File: config.mk
export PLATFORM = sky130hd
export DESIGN_NAME = qoi_pixel_stream_encoder
export DESIGN_NICKNAME = d
export VERILOG_FILES = /design/src/hw/rtl/qoi_pkg.sv /design/src/hw/rtl/qoi_pixel_stream_encoder.sv /design/src/hw/rtl/qoi_ram.sv
export SDC_FILE = /design/constraint.sdc
export NUM_CORES = 2
export LEC_CHECK = 0
export BUFFER_PORTS_ARGS = -buffer_cell sky130_fd_sc_hd__buf_2
export CAP_MARGIN = 20
export CORE_ASPECT_RATIO = 1.1
export CORE_MARGIN = 1
export CORE_UTILIZATION = 35
export DETAILED_ROUTE_END_ITERATION = 7
export HOLD_SLACK_MARGIN = 0.15
export SLEW_MARGIN = 40
export SYNTH_ARGS = -nofsm -noshare
export SYNTH_HDL_FRONTEND = slang
export SYNTH_SLANG_ARGS = --single-unit
File: constraint.sdc
create_clock -name clock -period 9.2 [get_ports clock]
set_input_delay 0.46 -clock clock [delete_from_list [all_inputs] [get_ports clock]]
set_output_delay 0.46 -clock clock [all_outputs]
set_load 0.01 [all_outputs]
File: src/hw/rtl/qoi_pkg.sv
// Shared types, chunk tags and a helper function of the QOI pixel stream encoder.
package qoi_pkg;

   // Item operation codes.
   typedef enum logic [1:0] {
      OP_ENCODE  = 2'd0,
      OP_FINISH  = 2'd1,
      OP_RESTART = 2'd2
   } op_type;

   typedef logic [7:0]  byte_type;
   typedef logic [31:0] pixel_type;   // {red, green, blue, alpha}

   // Color index geometry.
   localparam int IDX_DEPTH = 64;
   localparam int IDX_AW    = 6;
   localparam int PIXEL_W   = 32;

   // Result buffer: a run byte plus up to eight chunk bytes.
   localparam int MAX_BYTES = 9;
   localparam int CHUNK_MAX = 8;
   localparam int CNT_W     = 4;

   localparam logic [5:0] RUN_LIMIT  = 6'd62;
   localparam pixel_type  PREV_RESET = 32'h0000_00FF;

   // Chunk tags.
   localparam byte_type TAG_RUN  = 8'hC0;
   localparam byte_type TAG_DIFF = 8'h40;
   localparam byte_type TAG_LUMA = 8'h80;
   localparam byte_type TAG_RGB  = 8'hFE;
   localparam byte_type TAG_RGBA = 8'hFF;

   // Final byte of the end marker; the seven before it are zero.
   localparam byte_type END_LAST = 8'h01;

   // Color index slot: (3r + 5g + 7b + 11a) mod 64, kept to six bits throughout.
   function automatic logic [IDX_AW-1:0] slot_of(input byte_type r, input byte_type g,
                                                 input byte_type b, input byte_type a);
      logic [IDX_AW-1:0] sum;
      sum = r[IDX_AW-1:0] * 6'd3 + g[IDX_AW-1:0] * 6'd5
          + b[IDX_AW-1:0] * 6'd7 + a[IDX_AW-1:0] * 6'd11;
      return sum;
   endfunction

endpackage

File: src/hw/rtl/qoi_pixel_stream_encoder.sv
// Top level of the streaming QOI pixel encoder.
//
// The encoder takes one item per transfer on the req_ channel (encode a pixel, finish the image,
// or restart) and returns the encoded QOI chunk bytes one per transfer on the rsp_ channel, with
// rsp_last_of_item marking the final byte of each item. An accepted item sits in an input stage
// while the 64-entry color index RAM is read; its chunk is then built from that stage and loaded
// into a result buffer of up to nine bytes. A new item is accepted every cycle as long as
// each item yields at most one byte and rsp_ready stays high; an item that yields more bytes holds
// the result buffer until its last byte is handed over, and the input stalls meanwhile. An item
// passes the input stage and then the result buffer before its first byte is presented.
// Restart and run-extending pixels yield no bytes. The color index entries are valid
// flagged in flip-flops, so no clearing pass is needed after reset or restart.
module qoi_pixel_stream_encoder
   import qoi_pkg::*;
(
   input  logic       clock,
   input  logic       reset,
   input  logic       req_valid,
   output logic       req_ready,
   input  logic [1:0] req_operation,
   input  logic [7:0] req_red,
   input  logic [7:0] req_green,
   input  logic [7:0] req_blue,
   input  logic [7:0] req_alpha,
   output logic       rsp_valid,
   input  logic       rsp_ready,
   output logic [7:0] rsp_out_byte,
   output logic       rsp_last_of_item
);

   // Input stage.
   logic              stg_valid_ff;
   logic [1:0]        stg_op_ff;
   pixel_type         stg_px_ff;
   logic [IDX_AW-1:0] stg_slot_ff;
   logic              byp_hit_ff;
   pixel_type         byp_px_ff;

   // Encoder state.
   pixel_type             prev_ff;
   pixel_type             prev_in;
   logic [5:0]            run_ff;
   logic [5:0]            run_in;
   logic [IDX_DEPTH-1:0]  idx_valid_ff;

   // Result buffer.
   byte_type              buf_ff [MAX_BYTES];
   logic [CNT_W-1:0]      cnt_ff;

   logic              accept;
   logic              fire;
   logic [IDX_AW-1:0] req_slot;
   pixel_type         ram_q;
   pixel_type         entry;
   logic              same_px;
   logic [5:0]        run_inc;
   logic signed [7:0] dr;
   logic signed [7:0] dg;
   logic signed [7:0] db;
   logic signed [8:0] rg;
   logic signed [8:0] bg;
   logic              diff_ok;
   logic              luma_ok;
   byte_type          run_byte;
   byte_type          ch [CHUNK_MAX];
   logic [CNT_W-1:0]  ch_n;
   logic              flush;
   logic              wr_en;
   logic              clear_idx;
   byte_type          out_bytes [MAX_BYTES];
   logic [CNT_W-1:0]  out_n;

   // Handshake: the stage moves on once the buffer is empty or hands over its last byte.
   assign fire      = stg_valid_ff && ((cnt_ff == '0) ||
                                       ((cnt_ff == CNT_W'(1)) && rsp_ready));
   assign req_ready = !stg_valid_ff || fire;
   assign accept    = req_valid && req_ready;
   assign req_slot  = slot_of(req_red, req_green, req_blue, req_alpha);

   // Color index storage, read when an item is accepted.
   qoi_ram #(
      .WIDTH(PIXEL_W),
      .DEPTH(IDX_DEPTH)
   ) u_index (
      .clock  (clock),
      .wr_en  (fire && wr_en),
      .wr_addr(stg_slot_ff),
      .wr_data(stg_px_ff),
      .rd_en  (accept),
      .rd_addr(req_slot),
      .rd_data(ram_q)
   );

   // Index entry as seen by the staged item; a write on its accept edge is forwarded.
   assign entry = idx_valid_ff[stg_slot_ff] ? (byp_hit_ff ? byp_px_ff : ram_q) : '0;

   // Channel deltas, wrapped to eight bits.
   assign same_px = (stg_px_ff == prev_ff);
   assign run_inc = run_ff + 6'd1;
   assign dr      = signed'(stg_px_ff[31:24] - prev_ff[31:24]);
   assign dg      = signed'(stg_px_ff[23:16] - prev_ff[23:16]);
   assign db      = signed'(stg_px_ff[15:8]  - prev_ff[15:8]);
   assign rg      = {dr[7], dr} - {dg[7], dg};
   assign bg      = {db[7], db} - {dg[7], dg};
   assign diff_ok = (dr >= -8'sd2) && (dr <= 8'sd1) && (dg >= -8'sd2) && (dg <= 8'sd1) &&
                    (db >= -8'sd2) && (db <= 8'sd1);
   assign luma_ok = (dg >= -8'sd32) && (dg <= 8'sd31) && (rg >= -9'sd8) && (rg <= 9'sd7) &&
                    (bg >= -9'sd8) && (bg <= 9'sd7);
   assign run_byte = TAG_RUN | {2'b00, run_ff - 6'd1};

   // Chunk selection and next state for the staged item.
   always_comb begin
      for (int i = 0; i < CHUNK_MAX; i++) begin
         ch[i] = '0;
      end
      ch_n      = '0;
      flush     = 1'b0;
      wr_en     = 1'b0;
      clear_idx = 1'b0;
      run_in    = run_ff;
      prev_in   = prev_ff;
      case (stg_op_ff)
         OP_ENCODE: begin
            if (same_px) begin
               if (run_inc >= RUN_LIMIT) begin
                  ch[0]  = TAG_RUN | {2'b00, RUN_LIMIT - 6'd1};
                  ch_n   = CNT_W'(1);
                  run_in = '0;
               end else begin
                  run_in = run_inc;
               end
            end else begin
               flush   = (run_ff != '0);
               run_in  = '0;
               prev_in = stg_px_ff;
               if (entry == stg_px_ff) begin
                  ch[0] = {2'b00, stg_slot_ff};
                  ch_n  = CNT_W'(1);
               end else begin
                  wr_en = 1'b1;
                  if (stg_px_ff[7:0] != prev_ff[7:0]) begin
                     ch[0] = TAG_RGBA;
                     ch[1] = stg_px_ff[31:24];
                     ch[2] = stg_px_ff[23:16];
                     ch[3] = stg_px_ff[15:8];
                     ch[4] = stg_px_ff[7:0];
                     ch_n  = CNT_W'(5);
                  end else if (diff_ok) begin
                     ch[0] = TAG_DIFF | {2'b00, dr[1:0] + 2'd2, dg[1:0] + 2'd2,
                                         db[1:0] + 2'd2};
                     ch_n  = CNT_W'(1);
                  end else if (luma_ok) begin
                     ch[0] = TAG_LUMA | {2'b00, dg[5:0] + 6'd32};
                     ch[1] = {rg[3:0] + 4'd8, bg[3:0] + 4'd8};
                     ch_n  = CNT_W'(2);
                  end else begin
                     ch[0] = TAG_RGB;
                     ch[1] = stg_px_ff[31:24];
                     ch[2] = stg_px_ff[23:16];
                     ch[3] = stg_px_ff[15:8];
                     ch_n  = CNT_W'(4);
                  end
               end
            end
         end
         OP_FINISH: begin
            flush  = (run_ff != '0);
            run_in = '0;
            ch[CHUNK_MAX-1] = END_LAST;
            ch_n   = CNT_W'(CHUNK_MAX);
         end
         OP_RESTART: begin
            run_in    = '0;
            prev_in   = PREV_RESET;
            clear_idx = 1'b1;
         end
         default: begin
         end
      endcase
   end

   // A pending run byte goes ahead of the chunk bytes.
   always_comb begin
      out_bytes[0] = flush ? run_byte : ch[0];
      for (int i = 1; i < CHUNK_MAX; i++) begin
         out_bytes[i] = flush ? ch[i-1] : ch[i];
      end
      out_bytes[MAX_BYTES-1] = flush ? ch[CHUNK_MAX-1] : '0;
      out_n = ch_n + {{(CNT_W-1){1'b0}}, flush};
   end

   // Input stage and forwarding of the write made on the accept edge.
   always_ff @(posedge clock) begin
      if (reset) begin
         stg_valid_ff <= 1'b0;
      end else if (accept) begin
         stg_valid_ff <= 1'b1;
      end else if (fire) begin
         stg_valid_ff <= 1'b0;
      end
      if (accept) begin
         stg_op_ff   <= req_operation;
         stg_px_ff   <= {req_red, req_green, req_blue, req_alpha};
         stg_slot_ff <= req_slot;
         byp_hit_ff  <= fire && wr_en && (stg_slot_ff == req_slot);
         byp_px_ff   <= stg_px_ff;
      end
   end

   // Encoder state update.
   always_ff @(posedge clock) begin
      if (reset) begin
         prev_ff      <= PREV_RESET;
         run_ff       <= '0;
         idx_valid_ff <= '0;
      end else if (fire) begin
         prev_ff <= prev_in;
         run_ff  <= run_in;
         if (clear_idx) begin
            idx_valid_ff <= '0;
         end else if (wr_en) begin
            idx_valid_ff[stg_slot_ff] <= 1'b1;
         end
      end
   end

   // Result buffer: loaded by the stage, shifted by one byte per transfer.
   always_ff @(posedge clock) begin
      if (reset) begin
         cnt_ff <= '0;
      end else if (fire) begin
         cnt_ff <= out_n;
      end else if (rsp_valid && rsp_ready) begin
         cnt_ff <= cnt_ff - CNT_W'(1);
      end
      if (fire) begin
         for (int i = 0; i < MAX_BYTES; i++) begin
            buf_ff[i] <= out_bytes[i];
         end
      end else if (rsp_valid && rsp_ready) begin
         for (int i = 0; i < MAX_BYTES - 1; i++) begin
            buf_ff[i] <= buf_ff[i+1];
         end
      end
   end

   assign rsp_valid        = (cnt_ff != '0);
   assign rsp_out_byte     = buf_ff[0];
   assign rsp_last_of_item = (cnt_ff == CNT_W'(1));

endmodule

File: src/hw/rtl/qoi_ram.sv
// Generic single-write, single-read RAM with registered read data.
module qoi_ram #(
   parameter int WIDTH = 32,
   parameter int DEPTH = 64
) (
   input  logic                     clock,
   input  logic                     wr_en,
   input  logic [$clog2(DEPTH)-1:0] wr_addr,
   input  logic [WIDTH-1:0]         wr_data,
   input  logic                     rd_en,
   input  logic [$clog2(DEPTH)-1:0] rd_addr,
   output logic [WIDTH-1:0]         rd_data
);

   logic [WIDTH-1:0] mem_ff [DEPTH];
   logic [WIDTH-1:0] rd_data_ff;

   // Write port and registered read port; a read at a written address returns old data.
   always_ff @(posedge clock) begin
      if (wr_en) begin
         mem_ff[wr_addr] <= wr_data;
      end
      if (rd_en) begin
         rd_data_ff <= mem_ff[rd_addr];
      end
   end

   assign rd_data = rd_data_ff;

endmodule
* Yosys cells after proc, flatten, opt, wreduce, memory -nomap -nowiden
Memory sizes are Yosys's and may differ from the RTL's. A register that Yosys moved wholly into a read port is not among the register bits.
Index checks and enable logic that the tools add are counted.
** Operators by class
- Bitwise operators :: 9
- Muxes and demuxes :: 66
- Add/sub/neg operators :: 18
- Divide/modulo/power cells :: 0
- Shift operators :: 0
- Eq/ne operators :: 8
- Multipliers :: 4
- Reduce and logical (&&, ||, !) cells :: 33
- Magnitude comparators :: 15
** Operator list (number)
- 32-bit 2-to-1 mux :: 6
- 8-bit 2-to-1 mux :: 21
- 64-bit 2-to-1 mux :: 2
- 32-bit equality test :: 2
- 64-bit OR :: 1
- 32-bit one-hot mux with 2 select lines :: 1
- 40-bit 2-to-1 mux :: 1
- 8-bit by 2-bit greater-or-equal comparator with 1-bit output, second input constant :: 3
- 8-bit by 2-bit less-or-equal comparator with 1-bit output, second input constant :: 3
- 24-bit 2-to-1 mux :: 1
- 8-bit subtractor :: 3
- 6-bit adder :: 3
- 9-bit by 4-bit greater-or-equal comparator with 1-bit output, second input constant :: 2
- 9-bit by 4-bit less-or-equal comparator with 1-bit output, second input constant :: 2
- 1-bit 2-to-1 mux :: 18
- 8-bit by 8-bit subtractor with 9-bit output :: 2
- 1-bit logical AND :: 17
- 16-bit 2-to-1 mux :: 1
- 15-bit 2-to-1 mux :: 1
- 6-bit by 3-bit multiplier with 6-bit output, second input constant :: 2
- 3-bit 2-to-1 mux :: 4
- 4-bit 2-to-1 mux :: 3
- 6-bit 2-to-1 mux :: 2
- 6-bit one-hot mux with 2 select lines :: 1
- other kinds (35) :: 51
** Storage, ports and cells
- Word-level logic and storage cells :: 165
- Output and inout port bits :: 11
- Memories :: 2
- Bits in registers :: 180
- Bits in writable memories :: 2120
- Bits in read-only memories :: 0
- Latch bits :: 0
** Memory list
- u_index.mem_ff :: words 64, bits a word 32, rd ports 1, clocked after memory_dff 1, wr ports 1, line qoi_ram.sv:15 : logic [WIDTH-1:0] mem_ff [DEPTH];
- buf_ff :: words 9, bits a word 8, rd ports 9, clocked after memory_dff 0, wr ports 9, line qoi_pixel_stream_encoder.sv:47 : byte_type buf_ff [MAX_BYTES];

* Longest topological paths before layout
- Word-level depth :: 15
- Mapped depth :: 21

* Cells and area by module
Synthesis repeated with hierarchy kept, for this count alone.
** Unflattened totals
- Cells, all modules :: 4783
- Area total of the unflattened synthesis :: 93005.4 um^2
** By module, submodules not included
- qoi_ram :: area an instance 78835.6 um^2, cells an instance 3324, times used 1, sequential area each 62459.9 um^2
- qoi_pixel_stream_encoder :: area an instance 14169.8 um^2, cells an instance 1459, times used 1, sequential area each 5865.6 um^2

* Worst setup path before layout
OpenSTA, ideal clock, no wires.
- Kind :: register to register
- From :: reg cnt_ff[0]
- To :: reg byp_hit_ff (enable)
- Period minus slack after synthesis :: 6571 ps
- Data arrival time :: 5968 ps
- Library setup time :: 603 ps
- Stages on the path, launching flop included :: 6
- Slack :: 2629 ps
- Cell sequence :: dfxtp_1 > inv_1 > ha_1 > nand2_1 > a21boi_0 > a21oi_1
** Between the ends
- Word-level cells in the longest chain between the ends :: 6
** Ends and longest elaborated chain
- from (decl) :: line qoi_pixel_stream_encoder.sv:48 : logic [CNT_W-1:0] cnt_ff;
- from (signal assigned) :: line qoi_pixel_stream_encoder.sv:232 : cnt_ff <= out_n;
- from (signal assigned) :: line qoi_pixel_stream_encoder.sv:234 : cnt_ff <= cnt_ff - CNT_W'(1);
- 4-bit by 1-bit equality test with 1-bit output :: line qoi_pixel_stream_encoder.sv:75 : ((cnt_ff == CNT_W'(1)) && rsp_ready));
- 1-bit logical AND :: line qoi_pixel_stream_encoder.sv:75
- 1-bit logical OR (*) :: line qoi_pixel_stream_encoder.sv:74 : assign fire = stg_valid_ff && ((cnt_ff == '0) ||
- 1-bit logical AND (*) :: line qoi_pixel_stream_encoder.sv:74
- 1-bit logical OR (*) :: line qoi_pixel_stream_encoder.sv:76 : assign req_ready = !stg_valid_ff || fire;
- 1-bit logical AND (*) :: line qoi_pixel_stream_encoder.sv:77 : assign accept = req_valid && req_ready;
- named net accept :: line qoi_pixel_stream_encoder.sv:50 : logic accept;
- to (signal assigned) :: line qoi_pixel_stream_encoder.sv:205 : byp_hit_ff <= fire && wr_en && (stg_slot_ff == req_slot);
- to (decl) :: line qoi_pixel_stream_encoder.sv:36 : logic byp_hit_ff;
The timed path passes the listed nets; every way through them passes the cells marked *.
A chain may end at the register's enable or synchronous reset.

* Worst setup path after layout
- From :: reg stg_slot_ff[0]
- To :: mem u_index.mem_ff[59][29] (enable)
** Between the ends
- Word-level cells in the longest chain between the ends :: 10
** Ends and longest elaborated chain
- from (decl) :: line qoi_pixel_stream_encoder.sv:35 : logic [IDX_AW-1:0] stg_slot_ff;
- from (signal assigned) :: line qoi_pixel_stream_encoder.sv:204 : stg_slot_ff <= req_slot;
- 1-bit binary-select mux with 6-bit select :: line qoi_pixel_stream_encoder.sv:95 : assign entry = idx_valid_ff[stg_slot_ff] ? (byp_hit_ff ? byp_px_ff : ram_q) : '0;
- 1-bit 2-to-1 mux (not written as such) :: line qoi_pixel_stream_encoder.sv:95
- 32-bit 2-to-1 mux :: line qoi_pixel_stream_encoder.sv:95
- 32-bit equality test :: line qoi_pixel_stream_encoder.sv:136 : if (entry == stg_px_ff) begin
- 1-bit 2-to-1 mux :: line qoi_pixel_stream_encoder.sv:136
- 1-bit 2-to-1 mux :: line qoi_pixel_stream_encoder.sv:124 : if (same_px) begin
- 1-bit 2-to-1 mux :: line qoi_pixel_stream_encoder.sv:122 : case (stg_op_ff)
- 1-bit logical AND :: line qoi_pixel_stream_encoder.sv:86 : .wr_en (fire && wr_en),
- 1-bit 2-to-1 mux :: line qoi_ram.sv:20 : if (wr_en) begin
- 1-bit 2-to-1 mux (not written as such) :: line qoi_ram.sv:21 : mem_ff[wr_addr] <= wr_data;
- to (decl) :: line qoi_ram.sv:15
Parallel ways exist; a longest one is shown, timed or not. The select of a mux whose other input is x is not followed.

==> summary.md <==
| Metric | Value |
|---|---|
| Setup Skew | between 0.07 and 0.08 ns |
| Critical-path maximum fanout | 21 |
| EDFF count, synth | 2204 |
| GRT Total Usage | 20.0% |
| Iter 0 DRT Violations | 6908 |
| Worst path most repeated cell | buf_4 |
| DRC Markers | 0 |
| Final Hold Viols | 0 |
| Vias in the first global route | 46772 |
| Drt first pass iters | 7 |
| Crit path kind | reg2reg |
| Num CTS Buffers | between 200 and 250 |
| Num ports | 49 |
| Max incr delay on CP | 0.85 ns |
| Critical Path Start Type | flop |
| Power, Total | 35100 uW |
| Post-synthesis register bit count | between 2000 and 2500 |
| Clock slew at reported path FFs | approximately 0.06 ns |
| Fill cells | approximately 23000 |
| Area delta synth->final | 15.5% |
| Most frequent cells after synthesis | edfxtp_1 (2204), mux4_2 (674), clkbuf_1 (152) |
| Via density | roughly 5.7 |
| RSZ-0062 raised after global routing | no |
| Synth top area cells | edfxtp_1 (71%), mux4_2 (16%), dfxtp_1 (2.3%), ha_1 (0.91%), clkbuf_1 (0.61%) |
| Remaining global-route overflow | 0 |
| Worst-path cell chain | nor2b_1 > a221o_1 > nand3_1 > nand4_1 > or4_4 > a221oi_1 > nor4_1 > nand4_1 > nor2_2 > buf_4 > nor2_1 > buf_4 > nand3_1 > nor2_4 > buf_4 |
| Synthesized area | around 93000 sq um |
| Cells after Synth | about 4500 |
| Core area | between 200000 and 300000 sq um |
| Die area | around 270000 sq um |
| Routed len/inst | ~32 microns |
| Dpl ws | ~2.5 ns |
| CTS tree | built |
| Synth area leader | edfxtp_1 |
| Hold Path Class | in2reg |
| Clk Tree Root Cell | clkbuf_16 |
| Crit path max-delay cell type | edfxtp_1 |
| Clock latency on the worst-skew pair | 0.93 ns |
| CTS sink cnt | 2311 |
| Count of final setup violators | 0 |
| Final instance area | between 100000 and 150000 sq um |
| VDD IR max | 0.000701 V |
| Crit path max-delay family | simple AND/OR/NAND/NOR gates |
| Routability Congestion | 0.902 |
| Pleak | between 0.03 and 0.04 uW |
| Antenna viol nets, final | 0 |
| Crit path arrival time | between 7 and 8 ns |
| Die Ht | approximately 540 microns |
| Max-Cap Viols | 0 |
| Register area | 68300 sq um |
| Synth Flop Type | edfxtp_1 |
| Initial antenna violation count | 21 |
| Final Max Tran Viols | 0 |
| Final worst-path cycle share | a little over 70% |
| Die W | approximately 490 microns |
| First-pass GRT wire length | between 300000 and 400000 microns |
| Pin count of the biggest net entering global routing | 121 |
| Worst setup EP type | flop |
| Relative slew slack | around a third |
| Post-Syn Area per Cell | 20.7 sq um |
| Count of buffers from port buffering | 48 |
| Clock buffer depth | 3 |
| H-tree Lvls | 4 |
| Async SR Flop Fraction | 0% |
| Final min period | ~6.5 ns |
| Seq/Total Area, Yosys | roughly 73% |
| Post-synth top area share | slightly above 70% |
| Peak Freq | about 150 MHz |
| Row Count | between 150 and 200 |
| Outcome | complete, no violations |
| Synthesized net count | 4623 |
| Critical path data required time | 9.73 ns |
| Nets | around 4900 |
| Slew @ Worst Pin | between 0.9 and 1 ns |
| Initial core utilization | approximately a third |
| Ratio of cells with drive above 1 in the final layout | around 28% |
| Multi-input gate area | 23900 sq um |
| Most frequent cell after synthesis | edfxtp_1 |
| Placement-stage cell area | approximately 100000 sq um |
| Detailed-placement wirelength estimate | ~180000 microns |
| Buf/Inv on CP | 3 |
| Power Dens Cells | approximately 330 nW/um^2 |
| Syn. warnings | 0 |
| Yosys cell types | 89 |
| DR vias | ~48000 |
| Final WS setup | around 2.7 ns |
| Fin Setup TNS | 0 ns |
| Routed WL | approximately 270000 microns |
| Hold WS | about 0.28 ns |
placed cells by master (no fill, tap or decap), types with 16 or more instances in the layout:
cell and n:
mux4_2 674, mux2_2 16, o21a_1 18, dlygate4sd3_1 38
and2_1 27, dfxtp_1 107, edfxtp_1 2204, nand2_1 122
o21ai_0 83, nor3_2 17, xor2_1 37, a221o_1 29
buf_16 30, nor2_1 84, buf_2 48, fa_1 27
xnor2_1 39, inv_1 100, nor3_1 32, clkinv_2 37
nor4_1 16, nor2b_1 25, buf_8 21, nand3_1 61
clkbuf_16 227, ha_1 65, clkinv_1 68, a21oi_1 67
clkbuf_1 42, mux2i_1 36, buf_4 136, nor2_4 49
logic make-up (layout without fill, tap and decap cells):
family | count (synthesis) | count (layout) | share of synthesized area, %
flip-flops | 2311 | 2311 | 73.4
multiplexers | 729 | 729 | 16.9
AND/OR/NAND/NOR | 545 | 545 | 2.95
AO/OA/AOI/OAI | 384 | 384 | 2.92
buffers and inverters | 342 | 824 | 1.49
adder cells (fa/ha/maj) | 100 | 100 | 1.56
XOR/XNOR | 78 | 78 | 0.734
other | 0 | 9 | 0
through the flow:
stage,utilization [%],instances
3_5_place_dp,37.7,8003
3_3_place_gp,37.3,7951
2_1_floorplan,-,4489
5_1_grt,40.6,8473
6_report,40.7,8480
4_1_cts,40.6,8465
area by class of cell:
type	instances	share of cell area, %
Antenna cell	9	0.0210
Clock buffer	273	5.48
Clock inverter	151	1.26
Inverter	104	0.366
Multi-Input combinational cell	1836	22.3
Sequential cell	2311	63.6
Tap cell	3500	4.08
Timing Repair Buffer	296	2.94
path summary, 6_finish.rpt:
kind	from	endpoint	slack, ns	cells past startpoint
max	stg_slot_ff[0]	u_index.mem_ff[59][29]	2.72	15
min	req_alpha[7]	stg_px_ff[7]	0.28	2
max reg2reg	stg_slot_ff[0]	u_index.mem_ff[59][29]	2.72	15
min reg2reg	idx_valid_ff[55]	idx_valid_ff[55]	0.45	2
repair_timing:
action                                  CTS  global route
resized for setup                         0             0
endpoints found under the setup margin    0             0
setup buffers                             0             0
hold buffers                             38             0
endpoints found under the hold margin    71             0
sequential cells by signal (all words and copies together), names as in the netlist:
| register | count |
|---|---|
| prev_ff | 32 |
| idx_valid_ff | 64 |
| run_ff | 6 |
| u_index.mem_ff | 2048 |
| byp_hit_ff | 1 |
| byp_px_ff | 32 |
| cnt_ff | 4 |
| stg_slot_ff | 6 |
| stg_op_ff | 2 |
| u_index.rd_data | 32 |
| buf_ff | 51 |
| stg_px_ff | 32 |
| stg_valid_ff | 1 |
power by group:
part / switching, uW / internal, uW / leakage, uW / total, uW
Clock: 4100 / 4960 / 0.00350 / 9060
Sequential: 227 / 12400 / 0.0208 / 12600
Combinational: 7620 / 5850 / 0.00930 / 13500
layer usage:
metal / global-route usage [%] / vias up / share of wire [%]
li1: - / 19338 / -
met4: 8.17 / 2 / 4.4
met3: 3.39 / 420 / 8.7
met5: 0 / - / 0.0026
met2: 31.3 / 2530 / 47
met1: 27.7 / 26176 / 40
No activity file was read; power rests on OpenSTA's default activity.
